File: src/rtl/mm64_pkg.sv
// Shared constants, types and helpers for the 64-bit string hash engine.
`timescale 1ns / 1ps

package mm64_pkg;

   localparam int WORD_W  = 64;
   localparam int HALF_W  = WORD_W / 2;
   localparam int NB_W    = 4;
   localparam int LEN_W   = 16;
   localparam int SHIFT_R = 47;

   localparam logic [WORD_W-1:0] MUL_M      = 64'hc6a4a7935bd1e995;
   localparam logic [HALF_W-1:0] MUL_M_LO   = MUL_M[HALF_W-1:0];
   localparam logic [HALF_W-1:0] MUL_M_HI   = MUL_M[WORD_W-1:HALF_W];
   localparam logic [WORD_W-1:0] SEED_RESET = 64'd42;

   localparam logic [NB_W-1:0] FULL_BYTES = 4'd8;

   typedef struct packed {
      logic busy;
      logic done;
   } mul_status_type;

   // Keep the low nb bytes of a word, clear the rest (nb below eight)
   function automatic logic [WORD_W-1:0] byte_mask(input logic [NB_W-1:0] nb);
      logic [WORD_W-1:0] mask;
      mask = '0;
      for (int i = 0; i < WORD_W / 8; i++) begin
         if (NB_W'(i) < nb) begin
            mask[i*8 +: 8] = 8'hff;
         end
      end
      return mask;
   endfunction

   function automatic logic [WORD_W-1:0] xor_shift(input logic [WORD_W-1:0] v);
      return v ^ (v >> SHIFT_R);
   endfunction

endpackage

File: src/rtl/mm64_if.sv
// Valid/ready channel interfaces for key words and hash results.
`timescale 1ns / 1ps

interface mm64_req_if;
   logic                            valid;
   logic                            ready;
   logic [mm64_pkg::WORD_W-1:0]     data_word;
   logic [mm64_pkg::NB_W-1:0]       valid_bytes;
   logic [mm64_pkg::LEN_W-1:0]      total_length;
   logic                            first_word;
   logic                            last_word;

   modport source (output valid, data_word, valid_bytes, total_length, first_word,
                   last_word, input ready);
   modport sink   (input valid, data_word, valid_bytes, total_length, first_word,
                   last_word, output ready);
endinterface

interface mm64_rsp_if;
   logic                            valid;
   logic                            ready;
   logic [mm64_pkg::WORD_W-1:0]     hash_value;

   modport source (output valid, hash_value, input ready);
   modport sink   (input valid, hash_value, output ready);
endinterface

File: src/rtl/murmur_64bit_string_hash.sv
// MurmurHash64A engine for byte keys delivered as 64-bit little-endian words.
// A key is sent as a run of transactions, the first flagged by first_word (which also
// carries total_length) and the last by last_word; one hash_value transaction follows
// each last word. The block takes one word at a time and holds req ready low while it
// works. Every 64-bit multiply by the hash constant goes through one shared 32x32
// multiplier in three partial-product steps. A word needs no multiply when it has no
// bytes and is neither first nor last, and five multiplies in a row when it is first,
// full and last. A finished hash waits in the output register while the
// next word is accepted; the block stalls only if a second hash is ready before the
// first has been taken. The seed resets to 42 and is written through csr_wr_en.
`timescale 1ns / 1ps

module murmur_64bit_string_hash (
   input  logic                            clock,
   input  logic                            reset,
   input  logic                            csr_wr_en,
   input  logic [mm64_pkg::WORD_W-1:0]     csr_wr_data,
   mm64_req_if.sink                        req_ch,
   mm64_rsp_if.source                      rsp_ch
);

   localparam logic [2:0] S_IDLE = 3'd0;
   localparam logic [2:0] S_LEN  = 3'd1;
   localparam logic [2:0] S_MIX  = 3'd2;
   localparam logic [2:0] S_K1   = 3'd3;
   localparam logic [2:0] S_K2   = 3'd4;
   localparam logic [2:0] S_H    = 3'd5;
   localparam logic [2:0] S_END  = 3'd6;
   localparam logic [2:0] S_FIN  = 3'd7;

   logic [2:0]                     state_ff, state_in;
   logic [mm64_pkg::WORD_W-1:0]    seed_ff, seed_in;
   logic [mm64_pkg::WORD_W-1:0]    hash_ff, hash_in;
   logic [mm64_pkg::WORD_W-1:0]    word_ff, word_in;
   logic [mm64_pkg::NB_W-1:0]      nb_ff, nb_in;
   logic                           last_ff, last_in;
   logic                           emit_ff, emit_in;
   logic                           out_valid_ff, out_valid_in;
   logic [mm64_pkg::WORD_W-1:0]    out_ff, out_in;

   logic                           mul_start;
   logic [mm64_pkg::WORD_W-1:0]    mul_operand;
   logic [mm64_pkg::WORD_W-1:0]    mul_product;
   mm64_pkg::mul_status_type       mul_status;
   logic                           accept;
   logic                           out_free;

   mm64_mul u_mul (
      .clock   (clock),
      .reset   (reset),
      .start   (mul_start),
      .operand (mul_operand),
      .product (mul_product),
      .status  (mul_status)
   );

   assign req_ch.ready = (state_ff == S_IDLE) && !emit_ff;
   assign accept       = req_ch.valid && req_ch.ready;
   assign out_free     = !out_valid_ff || rsp_ch.ready;

   always_comb begin
      state_in     = state_ff;
      seed_in      = csr_wr_en ? csr_wr_data : seed_ff;
      hash_in      = hash_ff;
      word_in      = word_ff;
      nb_in        = nb_ff;
      last_in      = last_ff;
      emit_in      = emit_ff;
      out_in       = out_ff;
      out_valid_in = out_valid_ff && !rsp_ch.ready;
      mul_start    = 1'b0;
      mul_operand  = '0;

      // Hand a finished hash to the output register once it is free
      if (emit_ff && out_free) begin
         out_in       = mm64_pkg::xor_shift(mul_product);
         out_valid_in = 1'b1;
         emit_in      = 1'b0;
      end

      case (state_ff)
         S_IDLE: begin
            if (accept) begin
               word_in = req_ch.data_word;
               nb_in   = req_ch.valid_bytes;
               last_in = req_ch.last_word;
               if (req_ch.first_word) begin
                  mul_start   = 1'b1;
                  mul_operand = {{(mm64_pkg::WORD_W - mm64_pkg::LEN_W){1'b0}},
                                 req_ch.total_length};
                  state_in    = S_LEN;
               end else begin
                  state_in = S_MIX;
               end
            end
         end
         S_LEN: begin
            if (mul_status.done) begin
               hash_in  = seed_ff ^ mul_product;
               state_in = S_MIX;
            end
         end
         S_MIX: begin
            if (nb_ff >= mm64_pkg::FULL_BYTES) begin
               mul_start   = 1'b1;
               mul_operand = word_ff;
               state_in    = S_K1;
            end else if (nb_ff != '0) begin
               mul_start   = 1'b1;
               mul_operand = hash_ff ^ (word_ff & mm64_pkg::byte_mask(nb_ff));
               state_in    = S_H;
            end else begin
               state_in = S_END;
            end
         end
         S_K1: begin
            if (mul_status.done) begin
               mul_start   = 1'b1;
               mul_operand = mm64_pkg::xor_shift(mul_product);
               state_in    = S_K2;
            end
         end
         S_K2: begin
            if (mul_status.done) begin
               mul_start   = 1'b1;
               mul_operand = hash_ff ^ mul_product;
               state_in    = S_H;
            end
         end
         S_H: begin
            if (mul_status.done) begin
               hash_in  = mul_product;
               state_in = S_END;
            end
         end
         S_END: begin
            // Hold off the finaliser while an earlier hash still waits to be loaded
            if (!last_ff) begin
               state_in = S_IDLE;
            end else if (!emit_ff) begin
               mul_start   = 1'b1;
               mul_operand = mm64_pkg::xor_shift(hash_ff);
               state_in    = S_FIN;
            end
         end
         S_FIN: begin
            if (mul_status.done) begin
               emit_in  = 1'b1;
               state_in = S_IDLE;
            end
         end
         default: begin
            state_in = S_IDLE;
         end
      endcase
   end

   always_ff @(posedge clock) begin
      if (reset) begin
         state_ff     <= S_IDLE;
         seed_ff      <= mm64_pkg::SEED_RESET;
         hash_ff      <= '0;
         emit_ff      <= 1'b0;
         out_valid_ff <= 1'b0;
      end else begin
         state_ff     <= state_in;
         seed_ff      <= seed_in;
         hash_ff      <= hash_in;
         emit_ff      <= emit_in;
         out_valid_ff <= out_valid_in;
      end
      word_ff <= word_in;
      nb_ff   <= nb_in;
      last_ff <= last_in;
      out_ff  <= out_in;
   end

   assign rsp_ch.valid      = out_valid_ff;
   assign rsp_ch.hash_value = out_ff;

`ifndef SYNTHESIS
   a_start_when_free: assert property (@(posedge clock) disable iff (reset)
      mul_start |-> !mul_status.busy)
      else $error("multiplier started while busy");
   a_done_only_when_waiting: assert property (@(posedge clock) disable iff (reset)
      mul_status.done |-> state_ff == S_LEN || state_ff == S_K1 || state_ff == S_K2 ||
                          state_ff == S_H || state_ff == S_FIN)
      else $error("multiplier result arrived with nobody waiting");
   a_busy_after_accept: assert property (@(posedge clock) disable iff (reset)
      accept |=> !req_ch.ready)
      else $error("second transaction taken while a word is in work");
   a_out_from_emit: assert property (@(posedge clock) disable iff (reset)
      $rose(out_valid_ff) |-> $past(emit_ff))
      else $error("result shown without a finished hash");
   a_emit_product_stable: assert property (@(posedge clock) disable iff (reset)
      emit_ff && $past(emit_ff) |-> $stable(mul_product))
      else $error("pending hash overwritten before it was loaded");
`endif

endmodule

File: src/rtl/mm64_mul.sv
// Multiply-by-M unit: 64-bit product modulo 2^64 from one 32x32 multiplier.
`timescale 1ns / 1ps

module mm64_mul (
   input  logic                            clock,
   input  logic                            reset,
   input  logic                            start,
   input  logic [mm64_pkg::WORD_W-1:0]     operand,
   output logic [mm64_pkg::WORD_W-1:0]     product,
   output mm64_pkg::mul_status_type        status
);

   localparam logic [1:0] PH_LO_LO = 2'd0;
   localparam logic [1:0] PH_LO_HI = 2'd1;
   localparam logic [1:0] PH_HI_LO = 2'd2;

   logic                           busy_ff, busy_in;
   logic                           done_ff, done_in;
   logic [1:0]                     phase_ff, phase_in;
   logic [mm64_pkg::WORD_W-1:0]    a_ff, a_in;
   logic [mm64_pkg::WORD_W-1:0]    acc_ff, acc_in;
   logic [mm64_pkg::HALF_W-1:0]    mx, my;
   logic [mm64_pkg::WORD_W-1:0]    pp;

   // One partial product per cycle; cross terms only contribute their low half
   always_comb begin
      case (phase_ff)
         PH_LO_LO: begin
            mx = a_ff[mm64_pkg::HALF_W-1:0];
            my = mm64_pkg::MUL_M_LO;
         end
         PH_LO_HI: begin
            mx = a_ff[mm64_pkg::HALF_W-1:0];
            my = mm64_pkg::MUL_M_HI;
         end
         PH_HI_LO: begin
            mx = a_ff[mm64_pkg::WORD_W-1:mm64_pkg::HALF_W];
            my = mm64_pkg::MUL_M_LO;
         end
         default: begin
            mx = '0;
            my = '0;
         end
      endcase
      pp = mx * my;
   end

   always_comb begin
      busy_in  = busy_ff;
      done_in  = 1'b0;
      phase_in = phase_ff;
      a_in     = a_ff;
      acc_in   = acc_ff;
      if (start) begin
         busy_in  = 1'b1;
         phase_in = PH_LO_LO;
         a_in     = operand;
      end else if (busy_ff) begin
         if (phase_ff == PH_LO_LO) begin
            acc_in = pp;
         end else begin
            acc_in = acc_ff + {pp[mm64_pkg::HALF_W-1:0], {mm64_pkg::HALF_W{1'b0}}};
         end
         if (phase_ff == PH_HI_LO) begin
            busy_in = 1'b0;
            done_in = 1'b1;
         end else begin
            phase_in = phase_ff + 2'd1;
         end
      end
   end

   always_ff @(posedge clock) begin
      if (reset) begin
         busy_ff  <= 1'b0;
         done_ff  <= 1'b0;
         phase_ff <= PH_LO_LO;
      end else begin
         busy_ff  <= busy_in;
         done_ff  <= done_in;
         phase_ff <= phase_in;
      end
      a_ff   <= a_in;
      acc_ff <= acc_in;
   end

   assign product     = acc_ff;
   assign status.busy = busy_ff;
   assign status.done = done_ff;

`ifndef SYNTHESIS
   a_done_after_last_phase: assert property (@(posedge clock) disable iff (reset)
      done_ff |-> $past(busy_ff) && $past(phase_ff) == PH_HI_LO)
      else $error("multiplier done without finishing its last phase");
   a_no_done_while_busy: assert property (@(posedge clock) disable iff (reset)
      done_ff |-> !busy_ff || $past(start))
      else $error("multiplier done while still busy");
   a_phase_in_range: assert property (@(posedge clock) disable iff (reset)
      busy_ff |-> phase_ff == PH_LO_LO || phase_ff == PH_LO_HI || phase_ff == PH_HI_LO)
      else $error("multiplier phase out of range");
`endif

endmodule
File: src/flat_wrapper.sv
// flat-port wrapper written by rule: the top's interface ports become plain ports
module murmur_64bit_string_hash_flat 
  (clock, reset, csr_wr_en, csr_wr_data, req_ch_valid, req_ch_data_word, req_ch_valid_bytes, req_ch_total_length, req_ch_first_word, req_ch_last_word, req_ch_ready, rsp_ch_valid, rsp_ch_hash_value, rsp_ch_ready);
  mm64_req_if req_ch_i ();
  mm64_rsp_if rsp_ch_i ();
  input  logic clock;
  input  logic reset;
  input  logic csr_wr_en;
  input  logic [mm64_pkg::WORD_W-1:0] csr_wr_data;
  input wire logic [$bits(req_ch_i.valid)-1:0] req_ch_valid;
  input wire logic [$bits(req_ch_i.data_word)-1:0] req_ch_data_word;
  input wire logic [$bits(req_ch_i.valid_bytes)-1:0] req_ch_valid_bytes;
  input wire logic [$bits(req_ch_i.total_length)-1:0] req_ch_total_length;
  input wire logic [$bits(req_ch_i.first_word)-1:0] req_ch_first_word;
  input wire logic [$bits(req_ch_i.last_word)-1:0] req_ch_last_word;
  output wire logic [$bits(req_ch_i.ready)-1:0] req_ch_ready;
  output wire logic [$bits(rsp_ch_i.valid)-1:0] rsp_ch_valid;
  output wire logic [$bits(rsp_ch_i.hash_value)-1:0] rsp_ch_hash_value;
  input wire logic [$bits(rsp_ch_i.ready)-1:0] rsp_ch_ready;
  assign req_ch_i.valid = req_ch_valid;
  assign req_ch_i.data_word = req_ch_data_word;
  assign req_ch_i.valid_bytes = req_ch_valid_bytes;
  assign req_ch_i.total_length = req_ch_total_length;
  assign req_ch_i.first_word = req_ch_first_word;
  assign req_ch_i.last_word = req_ch_last_word;
  assign req_ch_ready = req_ch_i.ready;
  assign rsp_ch_valid = rsp_ch_i.valid;
  assign rsp_ch_hash_value = rsp_ch_i.hash_value;
  assign rsp_ch_i.ready = rsp_ch_ready;
  murmur_64bit_string_hash u_core (.clock(clock), .reset(reset), .csr_wr_en(csr_wr_en), .csr_wr_data(csr_wr_data), .req_ch(req_ch_i), .rsp_ch(rsp_ch_i));
endmodule
File: config.mk
export PLATFORM = sky130hd
export DESIGN_NAME = murmur_64bit_string_hash_flat
export DESIGN_NICKNAME = d
export VERILOG_FILES = /design/src/rtl/mm64_pkg.sv /design/src/rtl/mm64_if.sv /design/src/rtl/murmur_64bit_string_hash.sv /design/src/rtl/mm64_mul.sv /design/src/flat_wrapper.sv
export SDC_FILE = /design/constraint.sdc
export NUM_CORES = 2
export LEC_CHECK = 0
export CAP_MARGIN = 5
export CORE_ASPECT_RATIO = 1.25
export CORE_MARGIN = 2
export CORE_UTILIZATION = 40
export DETAILED_ROUTE_END_ITERATION = 16
export DONT_BUFFER_PORTS = 1
export PLACE_DENSITY_LB_ADDON = 0.05
export SLEW_MARGIN = 20
export SYNTH_ARGS = -nofsm -noshare
export SYNTH_HDL_FRONTEND = slang
export SYNTH_SLANG_ARGS = --single-unit
File: constraint.sdc
create_clock -name clock -period 21.6 [get_ports clock]
set_input_delay 1.08 -clock clock [delete_from_list [all_inputs] [get_ports clock]]
set_output_delay 1.08 -clock clock [all_outputs]
set_load 0.005 [all_outputs]
After elaboration in Yosys (flattened, before gate mapping) --
Index checks and enable logic that the tools add are counted. Widths: inputs -> output; s select.
Storage, ports and cells: register bits 398, logic and storage cells 148, output and inout port bits 66, input port bits 155
Operators by class: muxes and demuxes 75, order comparisons 9, bitwise gates (word level) 9, reduce and logical (&&, ||, !) cells 22, multipliers 1, equal/unequal tests 16, add/sub/neg operators 2
Operators by type and width (count):
- $mux 64 | 10
- $pmux 64 s5 | 1
- $mux 8 | 32
- $xor 64x64->64 | 3
- $pmux 32 s2 | 2
- $pmux 64 s2 | 1
- $xor 64x17->64 | 2
- $add 64x64->64 | 1
- $and 64x64->64 | 1
- $mul 32x32->64 | 1
- $mux 3 | 9
- $pmux 3 s8 | 1
- $lt 3x4->1 const A | 4
- $mux 16 | 1
- $mux 1 | 15
- $eq 3x3->1 const B | 4
- $ne 2x2->1 const B | 5
- $lt 1x4->1 const A | 2
- $lt 2x4->1 const A | 2
- $reduce_or 2->1 | 4
- $reduce_and 7->1 | 1
- $eq 3x2->1 const B | 2
- $reduce_and 2->1 | 3
- $ge 4x4->1 const B | 1
- other kinds (18) | 26

Longest topological paths before layout --
word-level depth 10, depth in mapped cells 43, depth with buffers taken out 40

Hierarchy --
A second synthesis with hierarchy kept.
Second synthesis, totals: cell total of the unflattened synthesis 4301, area total of the unflattened synthesis 44208.6 um^2
By module, submodules not included:
- mm64_mul | instances 1, seq. area each 3923.8 um^2, cells an instance 3011, area each 31027.3 um^2
- murmur_64bit_string_hash | instances 1, seq. area each 6656.4 um^2, cells an instance 1290, area each 13181.4 um^2

Worst setup path before layout --
No wires, ideal clock.
path kind register to register, start reg u_core.u_mul.phase_ff[0], end reg u_core.u_mul.acc_ff (netlist bit u_core.u_mul.product[62]), data pin, library setup time 0.275 ns, slack 11.605 ns, arrival time 9.720 ns, data required time 21.325 ns, stages on the path, launching flop included 43, period minus slack after synthesis 9.995 ns, path buffers 5, path through dfxtp_1 > inv_1 > ha_1 > buf_2 > or2_2 > clkbuf_1 > buf_2 > buf_1 > a22oi_1 > nor2_1 > nand2_1 > inv_1 > ha_1 > inv_1 > fa_1 > inv_1 > fa_1 > inv_1 > (+7 left out) > buf_6 > and3_1 > a2111oi_0 > nor2_1 > o211ai_2 > nand2_1 > a21o_1 > xor2_1 > ha_1 > a21o_1 > a21oi_1 > inv_1 > a2111oi_0 > nand2_1 > o21ai_1 > xnor2_1 > a221oi_1 > o311ai_1
On the way: word-level cells in the longest chain between the ends 6, elaborated cells on any way between the ends 10, classes of those cells 1 x add/sub; 1 x mul; 2 x eq/ne; 3 x mux; 3 x reduce/logical
RTL lines:
- from (decl) | RTL line mm64_mul.sv:19 | logic [1:0] phase_ff, phase_in;
- from (signal assigned) | RTL line mm64_mul.sv:81 | phase_ff <= phase_in;
- $eq 2x1->1 (tied with other cells) | RTL line mm64_mul.sv:27 | case (phase_ff)
- $reduce_or 2->1 (no source line)
- $pmux 32 s2 | RTL line mm64_mul.sv:27
- $mul 32x32->64 | RTL line mm64_mul.sv:45 | pp = mx * my;
- $add 64x64->64 | RTL line mm64_mul.sv:62 | acc_in = acc_ff + {pp[mm64_pkg::HALF_W-1:0], {mm64_pkg::HALF_W{1'b0}}};
- $mux 64 * | RTL line mm64_mul.sv:59 | if (phase_ff == PH_LO_LO) begin
- to (signal assigned) | RTL line mm64_mul.sv:84 | acc_ff <= acc_in;
- to (decl) | RTL line mm64_mul.sv:21 | logic [mm64_pkg::WORD_W-1:0] acc_ff, acc_in;
Every way passes the cells marked *; elsewhere a longest branch is shown, timed or not. A chain may end at the register's enable or synchronous reset.

Worst setup path in the final report --
Ends and elaborated chain as after synthesis.

==> key figures <==
Clock network
  – Clk buf depth: 3
  – Clk sinks: 398
  – TritonCTS clock tree: built
  – Max H-tree Level: 2
  – Worst skew pair latency: 560 ps
  – Resize count post-CTS: 0
  – Cts hold-fix bufs: 0
  – Total CTS buffers: 38
  – Clock slew at reported path FFs: 70 ps
  – CTS root buffer: clkbuf_16
  – Post-CTS Setup Inserts: 0

GRT
  – First-pass GRT wire length: 231,000 um
  – Largest net degree at the start of global routing: 138
  – Global route overflow: 0
  – GRT Util Overall: 28.4%
  – Vias in the first global route: 32,800
  – Initial antenna violation count: 12

Timing
  – Post-layout min period: 11,470 ps
  – Setup Skew: 20.7 ps
  – Fmax: 87.2 MHz
  – Total negative slack: 0 ps
  – Max-slew violations: 0
  – Slew Limit Headroom: 34.1%
  – Worst Max-Slew Pin Slew: 989 ps
  – RSZ-0062 raised after global routing: no
  – Final hold violations: 0
  – Tcrit/Tclk final: 53.1%
  – # setup viols final: 0

Synthesis
  – Mean Syn Cell Area: 10.2 um^2
  – Flop and latch count out of synthesis: 398
  – Share of the synthesized area in the top cell type: 29.0%
  – Cells after Synth: 4,272
  – Top cells by count, synth: inv_1, fa_1, ha_1
  – Count leader, synth: inv_1
  – Seq/Total Area, Yosys: 24.2%
  – Synth area leader: fa_1
  – EDFF count, synth: 261
  – Cell variety after synth: 90
  – Most used flip-flop cell after synthesis: edfxtp_1
  – Synth area leaders: fa_1, edfxtp_1, ha_1
  – Syn Nets: 5,482
  – Cell Area, Synth: 43,600 um^2
  – Yosys warnings: 0
  – Post-synth ARST share: 0%

Hold path
  – Hold crit path type: register to register

Route
  – Vias per cell: 5.41
  – Routed WL: 156,000 um
  – DRT Pass-1 Iters: 6
  – DRC: 0
  – Starting DRT DRC Count: 2,276
  – Antenna viol nets, final: 0
  – WL per Instance: 27.6 um
  – Vias: 30,700

Die
  – Die Ht: 373 um
  – Die Area: 112,000 um^2
  – # IOs: 221
  – CORE AREA: 108,000 um^2
  – Die X: 299 um
  – Row count: 135
  – Starting Density: 40.3%

Layout
  – Final net count: 5,413
  – Ratio of cells with drive above 1 in the final layout: 4.21%
  – Area grow syn2layout: 6.59%

Setup path
  – Slowest-stage cell, CP: or2_2
  – CP Class: register to register
  – WP data required: 21,890 ps
  – CP Capture Type: register
  – Critical Path Max Stage Delay: 790 ps
  – CP max FO: 35
  – CP Data Arrival Time: 11,770 ps
  – Crit-path most repeated cell: fa_1
  – Critical path launch point type: register

Outcome
  – Outcome: finished, final reports clean

Placement
  – RePlAce Congestion: 0.915
  – Post-DP HPWL: 128,000 um
  – Port bufs: 0

Flow run
  – Max Cap Violations: 0
[logic make-up (layout without fill, tap and decap cells)]
family,count (synthesis),after routing,share of synthesized area [%]
AND/OR/NAND/NOR,803,803,8.35
multiplexers,73,73,1.68
flip-flops,398,398,24.2
XOR/XNOR,244,244,4.90
adder cells (fa/ha/maj),1055,1055,41.1
buffers and inverters,941,901,8.15
other,0,4,0
AO/OA/AOI/OAI,758,758,11.6
[critical path: cells and delay by family (launching register included)]
| kind | cells | cell delay [ps] |
|---|---|---|
| adder cells (fa/ha/maj) | 11 | 5250 |
| AO/OA/AOI/OAI | 7 | 1650 |
| XOR/XNOR | 2 | 690 |
| AND/OR/NAND/NOR | 7 | 2090 |
| flip-flops | 1 | 360 |
| buffers and inverters | 5 | 1090 |
[layout make-up]
type / count / area, um^2
antenna: 4 / 10.0
clock buffer: 48 / 1030
clock inverter: 21 / 223
fill: 10500 / 61800
inverter: 781 / 2930
multi-input combinational: 2933 / 29600
sequential: 398 / 10600
tap: 1438 / 1800
timing repair buffer: 51 / 383
[layer usage]
layer | routed length [um] | global-route usage, % | vias up
li1 | - | - | 14000
met1 | 62500 | 34.9 | 15600
met2 | 80300 | 50.7 | 894
met3 | 6530 | 3.09 | 200
met4 | 6980 | 11.0 | 16
met5 | 103 | 0 | -
[through the flow]
step / setup WS, ps / utilization [%] / hold slack (ps) / std cells / area, um^2
detailed placement: 9780 / 41.8 / 479 / 5601 / 45200
floorplan: 11600 / - / 460 / 4272 / 43600
CTS: 9690 / 42.9 / 498 / 5670 / 46500
global placement: 9950 / 41.8 / 474 / 5601 / 45200
finish: 10130 / 43.0 / 495 / 5674 / 46500
global route: 9440 / 43.0 / 523 / 5671 / 46500
[flip-flops by register name (all words and copies together) (netlist names)]
name / cells
u_core.rsp_ch.valid: 1
u_core.seed_ff: 64
u_core.state_ff: 3
u_core.word_ff: 64
u_core.u_mul.busy_ff: 1
u_core.last_ff: 1
u_core.u_mul.a_ff: 64
u_core.u_mul.product: 64
u_core.hash_ff: 64
u_core.emit_ff: 1
u_core.nb_ff: 4
u_core.u_mul.done_ff: 1
u_core.rsp_ch.hash_value: 64
u_core.u_mul.phase_ff: 2
[final timing paths]
| check | startpoint | end | slack, ps | cells after the start |
|---|---|---|---|---|
| setup reg to reg | u_core.u_mul.phase_ff[0]$_SDFFE_PP0P_ | u_core.u_mul.product[62]$_DFFE_PP_ | 10130 | 32 |
| hold / removal | u_core.seed_ff[18]$_SDFFE_PP0P_ | u_core.seed_ff[18]$_SDFFE_PP0P_ | 490 | 2 |
| hold reg to reg | u_core.seed_ff[18]$_SDFFE_PP0P_ | u_core.seed_ff[18]$_SDFFE_PP0P_ | 490 | 2 |
| setup / recovery | u_core.u_mul.phase_ff[0]$_SDFFE_PP0P_ | u_core.u_mul.product[62]$_DFFE_PP_ | 10130 | 32 |
[placed cells by master, fill, tap and decap left out, types with 78 or more instances in the layout]
cell type / netlist / final
nand2_1: 258 / 257
a21oi_1: 143 / 142
xnor2_1: 109 / 109
a211oi_1: 78 / 78
inv_1: 780 / 778
dfxtp_1: 137 / 137
nor2_1: 285 / 279
o21ai_0: 211 / 211
a21o_1: 84 / 84
xor2_1: 135 / 135
fa_1: 633 / 633
ha_1: 422 / 421
edfxtp_1: 261 / 261
Power is left out: the tool's default activity adds up to more than one toggle a clock period on the data nets, which glitch-free logic cannot reach.
